==> config.mk <==
export PLATFORM = sky130hd
export DESIGN_NAME = cln_queue
export DESIGN_NICKNAME = d
export VERILOG_FILES = /design/src/cln_pkg.sv /design/src/cln_queue.sv
export SDC_FILE = /design/constraint.sdc
export NUM_CORES = 1
export LEC_CHECK = 0
export ABC_AREA = 1
export ABC_CLOCK_PERIOD_IN_PS = 5200
export BUFFER_PORTS_ARGS = -buffer_cell sky130_fd_sc_hd__buf_4
export CORE_MARGIN = 2
export CORE_UTILIZATION = 50
export DETAILED_ROUTE_END_ITERATION = 10
export GPL_ROUTABILITY_DRIVEN = 0
export PLACE_DENSITY = 0.78
export REMOVE_ABC_BUFFERS = 1
export SLEW_MARGIN = 10
export SYNTH_ARGS = -nofsm -noshare
export SYNTH_HDL_FRONTEND = slang
export SYNTH_SLANG_ARGS = --single-unit
==> constraint.sdc <==
create_clock -name clk -period 5.2 [get_ports clk]
set_input_delay 0.52 -clock clk [delete_from_list [all_inputs] [get_ports clk]]
set_output_delay 0.52 -clock clk [all_outputs]
set_load 0.005 [all_outputs]
==> src/cln_pkg.sv <==
// Shared types, constants and nibble sequence decode for the character-LCD nibble writer.
// No dependencies; every other file imports this package.
`timescale 1ns / 1ps
`default_nettype none
package cln_pkg;

  localparam int OP_W     = 2;
  localparam int CHAR_W   = 8;
  localparam int NIB_W    = 4;
  localparam int POS_W    = 7;
  localparam int CFG_IDX_W  = 3;
  localparam int CFG_DATA_W = 7;
  localparam int SLOT_W   = 4;

  localparam logic [OP_W-1:0] OP_WRITE = 2'd0;
  localparam logic [OP_W-1:0] OP_INIT  = 2'd1;
  localparam logic [OP_W-1:0] OP_SHUT  = 2'd2;

  localparam logic [CFG_IDX_W-1:0] CFG_CHAR_LIMIT    = 3'd0;
  localparam logic [CFG_IDX_W-1:0] CFG_SEND_MODE_SET = 3'd1;
  localparam logic [CFG_IDX_W-1:0] CFG_TWO_LINES     = 3'd2;
  localparam logic [CFG_IDX_W-1:0] CFG_CURSOR_ON     = 3'd3;
  localparam logic [CFG_IDX_W-1:0] CFG_BLINK_ON      = 3'd4;

  localparam logic [POS_W-1:0]  CHAR_LIMIT_RESET = 7'd40;
  localparam logic [CHAR_W-1:0] NEWLINE_CODE     = 8'h0A;

  // Slot numbers inside each canonical job sequence.
  localparam logic [SLOT_W-1:0] CHAR_SLOT_CLEAR = 4'd0;
  localparam logic [SLOT_W-1:0] CHAR_SLOT_HIGH  = 4'd2;
  localparam logic [SLOT_W-1:0] CHAR_SLOT_LOW   = 4'd3;
  localparam logic [SLOT_W-1:0] CHAR_SLOT_WAIT  = 4'd1;
  localparam logic [SLOT_W-1:0] INIT_SLOT_FIRST = 4'd0;
  localparam logic [SLOT_W-1:0] INIT_SLOT_DISP  = 4'd3;
  localparam logic [SLOT_W-1:0] INIT_SLOT_LAST  = 4'd8;
  localparam logic [SLOT_W-1:0] SHUT_SLOT_FIRST = 4'd0;
  localparam logic [SLOT_W-1:0] SHUT_SLOT_LAST  = 4'd3;

  typedef enum logic [1:0] {
    JOB_CHAR,
    JOB_INIT,
    JOB_SHUT
  } job_kind_t;

  // One classified item: which sequence, where it starts and ends, and its data.
  // For init jobs the data byte carries {mode_set, two_lines, cursor, blink} in bits 3:0.
  typedef struct packed {
    job_kind_t         kind;
    logic [SLOT_W-1:0] first;
    logic [SLOT_W-1:0] final_slot;
    logic [CHAR_W-1:0] data;
  } job_t;

  typedef struct packed {
    logic             reg_select;
    logic [NIB_W-1:0] nibble;
    logic             long_wait;
  } nib_t;

  function automatic nib_t slot_nibble(job_t j, logic [SLOT_W-1:0] idx);
    nib_t n;
    n = '{reg_select: 1'b0, nibble: 4'h0, long_wait: 1'b0};
    case (j.kind)
      JOB_CHAR: begin
        case (idx)
          CHAR_SLOT_WAIT: begin
            n.nibble    = 4'h1;
            n.long_wait = 1'b1;
          end
          CHAR_SLOT_HIGH: begin
            n.reg_select = 1'b1;
            n.nibble     = j.data[7:4];
          end
          CHAR_SLOT_LOW: begin
            n.reg_select = 1'b1;
            n.nibble     = j.data[3:0];
          end
          default: n.nibble = 4'h0;
        endcase
      end
      JOB_INIT: begin
        case (idx)
          4'd0, 4'd1: n.nibble = 4'h2;
          4'd2:       n.nibble = {j.data[2], 3'b010};
          4'd4:       n.nibble = {2'b11, j.data[1], j.data[0]};
          4'd6:       n.nibble = 4'h6;
          4'd8:       n.nibble = 4'h1;
          default:    n.nibble = 4'h0;
        endcase
      end
      JOB_SHUT: begin
        case (idx)
          4'd1:    n.nibble = 4'h8;
          4'd3:    n.nibble = 4'h1;
          default: n.nibble = 4'h0;
        endcase
      end
      default: n.nibble = 4'h0;
    endcase
    return n;
  endfunction

endpackage
`default_nettype wire

==> src/cln_queue.sv <==
// Two-entry job queue between the front end and the nibble sequencer.
// Depends on cln_pkg.
`timescale 1ns / 1ps
`default_nettype none
module cln_queue import cln_pkg::*; (
  input  wire logic clk,
  input  wire logic rst_n,
  input  wire job_t wr_job,
  input  wire logic wr_valid,
  output logic      wr_ready,
  output job_t      rd_job,
  output logic      rd_valid,
  input  wire logic rd_ready
);

  job_t       entry_r [2];
  logic       wr_ptr_r, rd_ptr_r;
  logic [1:0] count_r, count_nxt;
  logic       push, pop;

  assign wr_ready = (count_r != 2'd2);
  assign rd_valid = (count_r != 2'd0);
  assign rd_job   = entry_r[rd_ptr_r];
  assign push     = wr_valid && wr_ready;
  assign pop      = rd_valid && rd_ready;

  always_comb begin
    count_nxt = count_r;
    if (push && !pop) begin
      count_nxt = count_r + 2'd1;
    end else if (pop && !push) begin
      count_nxt = count_r - 2'd1;
    end
  end

  always_ff @(posedge clk) begin
    if (push) begin
      entry_r[wr_ptr_r] <= wr_job;
    end
  end

  always_ff @(posedge clk) begin
    if (!rst_n) begin
      wr_ptr_r <= 1'b0;
      rd_ptr_r <= 1'b0;
      count_r  <= 2'd0;
    end else begin
      if (push) wr_ptr_r <= ~wr_ptr_r;
      if (pop)  rd_ptr_r <= ~rd_ptr_r;
      count_r <= count_nxt;
    end
  end

endmodule
`default_nettype wire

Word level (Yosys, flattened, before mapping):

Memories as Yosys holds them, arrays and structs flattened. A register that Yosys moved wholly into a read port is not among the register bits.
Index checks and enable logic that the tools add are counted.

* reductions and logical operators: 8
* bitwise operators: 2
* add/subtract/negate cells: 2
* equal/unequal tests: 1
* multiplexer cells: 6

Operator list (count)
* $logic_and 1x1->1: 4
* $mux 1: 4
* $mux 2: 2
* $reduce_bool 2->1: 2
* $add 2x1->2 const B: 1
* $logic_not 1->1: 2
* $ne 2x2->1 const B: 1
* $not 1->1: 2
* $sub 2x1->2 const B: 1

* bits in writable memories: 36
* flip-flop bits (word level): 4
* memories: 1

Memories
* entry_r: words 2, width 18, rd ports 1, clocked after memory_dff 1, wr ports 1, line cln_queue.sv:16 `job_t entry_r [2];`

Longest topological paths before layout:

* depth in word-level cells: 6
* mapped depth: 11
* depth with buffers taken out: 11

Worst setup path after synthesis:

Ideal clock, no wire load.

* kind: input to register
* from: in wr_valid
* to: mem entry_r[1][0] (netlist name), enable pin
* path buffers: 0
* setup slack: 3421 ps
* stages on the path: 2
* arrival time: 1386 ps
* library setup time: 393 ps
* required time: 4807 ps
* path through: nand2_1 > nor2_1

* longest elaborated chain between the ends: 3

RTL lines
* start, declared: line cln_queue.sv:9 `input wire logic wr_valid,`
* $logic_and 1x1->1: line cln_queue.sv:24 `assign push = wr_valid && wr_ready;`
* $mux 1: line cln_queue.sv:37 `if (push) begin`
* $mux 1 (not written as such): line cln_queue.sv:38 `entry_r[wr_ptr_r] <= wr_job;`
* end, declared: line cln_queue.sv:16

No other way between the ends.

==> results.sh <==
export IMPL_status="finished, final reports clean"
export IMPL_cap_violations=0
export IMPL_clk_latency_ps=340
export IMPL_start_kind="register"
export IMPL_synth_mux_area_fraction_pct=15.1
export IMPL_worst_path_largest_cell_delay_ps=980
export IMPL_hold_depth=1
export IMPL_setup_violations=0
export IMPL_avgSynthCellArea_um2=17.1
export IMPL_hpwl_um=1740
export IMPL_synthSimpleGateAreaFrac_pct=4.71
export IMPL_nNetsFinal=162
export IMPL_clock_sinks=41
export IMPL_critical_path_class="reg -> out"
export IMPL_diodes=0
export IMPL_slew_headroom_pct=35.4
export IMPL_vias=856
export IMPL_stdcell_area_mm2=0.00198
export IMPL_synthXorXnorAreaFrac_pct=0
export IMPL_rsz0062_at_grt="no"
export IMPL_syn_cell_area_mm2=0.00159
export IMPL_viasPerCell=4.65
export IMPL_crit_chain="mux2_2, buf_4"
export IMPL_seq_area_frac_synth_pct=74.2
export IMPL_cts_max_path_buffers=2
export IMPL_synth_seq_cells=41
export IMPL_cellPowerDensity_mw_per_mm2=422
export IMPL_power_leakage_nw=0.790
export IMPL_cts_buffers_inserted=5
export IMPL_period_minus_slack_ps=2390
export IMPL_overflow=0
export IMPL_track_usage_pct=14.9
export IMPL_initial_core_util_pct=52.2
export IMPL_rr_worst_depth=4
export IMPL_skew_ps=10.5
export IMPL_required_ps=4680
export IMPL_synth_compound_area_share_pct=1.41
export IMPL_area_growth_pct=24.2
export IMPL_r2r_start="count_r[0]"
export IMPL_fmax_ghz=0.418
export IMPL_hp_start="wr_job[10]"
export IMPL_drive_gt1_share_pct=47.1
export IMPL_drt_first_iter_violations=13
export IMPL_final_cell_mix="41 x buf_4, 36 x edfxtp_1, 10 x mux2_4"
export IMPL_yosys_warnings=0
export IMPL_tritoncts="done"
export IMPL_crit_path_end_kind="output port"
export IMPL_synth_adder_area_share_pct=0.786
export IMPL_cts_resized_gates=0
export IMPL_die_x_um=60.4
export IMPL_die_area_mm2=0.00365
export IMPL_clk_pin_slew_ps=110
export IMPL_die_y_um=60.4
export IMPL_postCtsSetupRepairBufs=0
export IMPL_antenna_found_initial=0
export IMPL_drtPass1Iterations=4
export IMPL_ir_worst_vdd_mv=0.219
export IMPL_grt_pass1_vias=874
export IMPL_port_buffers=41
export IMPL_cts_root_buf="clkbuf_4"
export IMPL_wl_per_cell_um=13.4
export IMPL_reg2reg_slack_ps=3410
export IMPL_wl_um=2460
export IMPL_htreeDepth=2
export IMPL_grt_pass1_wl_um=3820
export IMPL_hold_violations=0
export IMPL_worst_pin_slew_ps=968
export IMPL_floorplan_io_pins=42
export IMPL_min_period_over_period_pct=46.0
export IMPL_coreArea_mm2=0.00305
export IMPL_worst_hold_path_endpoint="entry_r[0][10]"
export IMPL_arrival_ps=1870
export IMPL_yosysUniqueCellTypes=15
export IMPL_final_common_cell="buf_4"
export IMPL_postSynthCellCount=93
export IMPL_place_area_mm2=0.00193
export IMPL_synth_top_family_by_area="multiplexers"
export IMPL_grt_max_degree=19
export IMPL_setup_tns_ps=0
export IMPL_path_max_fanout=18
export IMPL_postCtsHoldBufs=0
export IMPL_critPathSlowestCell="dfxtp_1"
export IMPL_rr_endpoint="entry_r[0][15]"
export IMPL_rows=20
export IMPL_drc=0
export IMPL_hold_path_class="in -> reg"
export IMPL_drv_slew=0
export IMPL_ant_nets=0
worst max-delay path, delay by kind of cell (launching register included):
family                 cells  cell delay, ps
buffers and inverters      1             140
DFF                        1             980
muxes                      1             430
cell families after synthesis:
family,after synthesis
AND/OR/NAND/NOR,19
adder cells (fa/ha/maj),1
flip-flops,41
buffers and inverters,10
AO/OA/AOI/OAI,4
multiplexers,18
synthesized netlist by cell type:
master     n  area [um^2]
o21ai_0    2         10.0
nand4_1    1         6.26
ha_1       1         12.5
nand3_1    1         5.00
dfxtp_1    5          100
mux2_4    10          150
nand2_1    9         33.8
a21oi_1    1         5.00
inv_1      8         30.0
o21a_1     1         7.51
buf_6      1         11.3
nor2_1     8         30.0
edfxtp_1  36         1080
mux2_2     8         90.1
buf_12     1         20.0
layer usage:
| layer | up-vias | GRT usage (%) | part of all wire [%] |
|---|---|---|---|
| met5 | - | 0 | 0 |
| met4 | 0 | 7.45 | 1.1 |
| met3 | 5 | 4.48 | 7.0 |
| met2 | 31 | 24.8 | 50 |
| met1 | 396 | 17.6 | 41 |
| li1 | 424 | - | - |
layout make-up:
class	count	area, um^2
clock inverter	1	3.75
clock buffer	7	45.0
multi-input combinational	42	355
inverter	8	30.0
timing repair buffer	41	308
sequential	41	1180
tap	44	55.1
fill	241	1070
state kept, by name (all words and copies together), names as in the netlist, named ones only:
signal,flops
entry_r,36
count_r,2
wr_ptr_r,1
rd_ptr_r,1
metrics by stage:
stage / utilization, % / total power, W / hold WS, ps / setup slack (ps) / std cells
floorplan: - / 0.000587 / 467 / 3420 / 91
global placement: 63.2 / 0.000695 / 481 / 3140 / 176
detailed placement: 63.2 / 0.000704 / 508 / 3160 / 176
CTS: 64.8 / 0.000846 / 342 / 2770 / 184
global route: 64.8 / 0.000883 / 331 / 2690 / 184
finish: 64.8 / 0.000835 / 358 / 2810 / 184
power by group:
part / leakage, nW / switching [W] / internal, W
registers: 0.377 / 0.0000355 / 0.000418
logic: 0.386 / 0.0000968 / 0.000141
clock network: 0.0269 / 0.0000909 / 0.0000521
worst max path at each step:
stage                          to  cells after the start
floorplan           entry_r[1][0]                      2
CTS                    rd_job[13]                      2
detailed placement     rd_job[13]                      2
global route           rd_job[17]                      2
global placement       rd_job[13]                      2
finish                 rd_job[13]                      2
(Power assumes the default switching activity.)
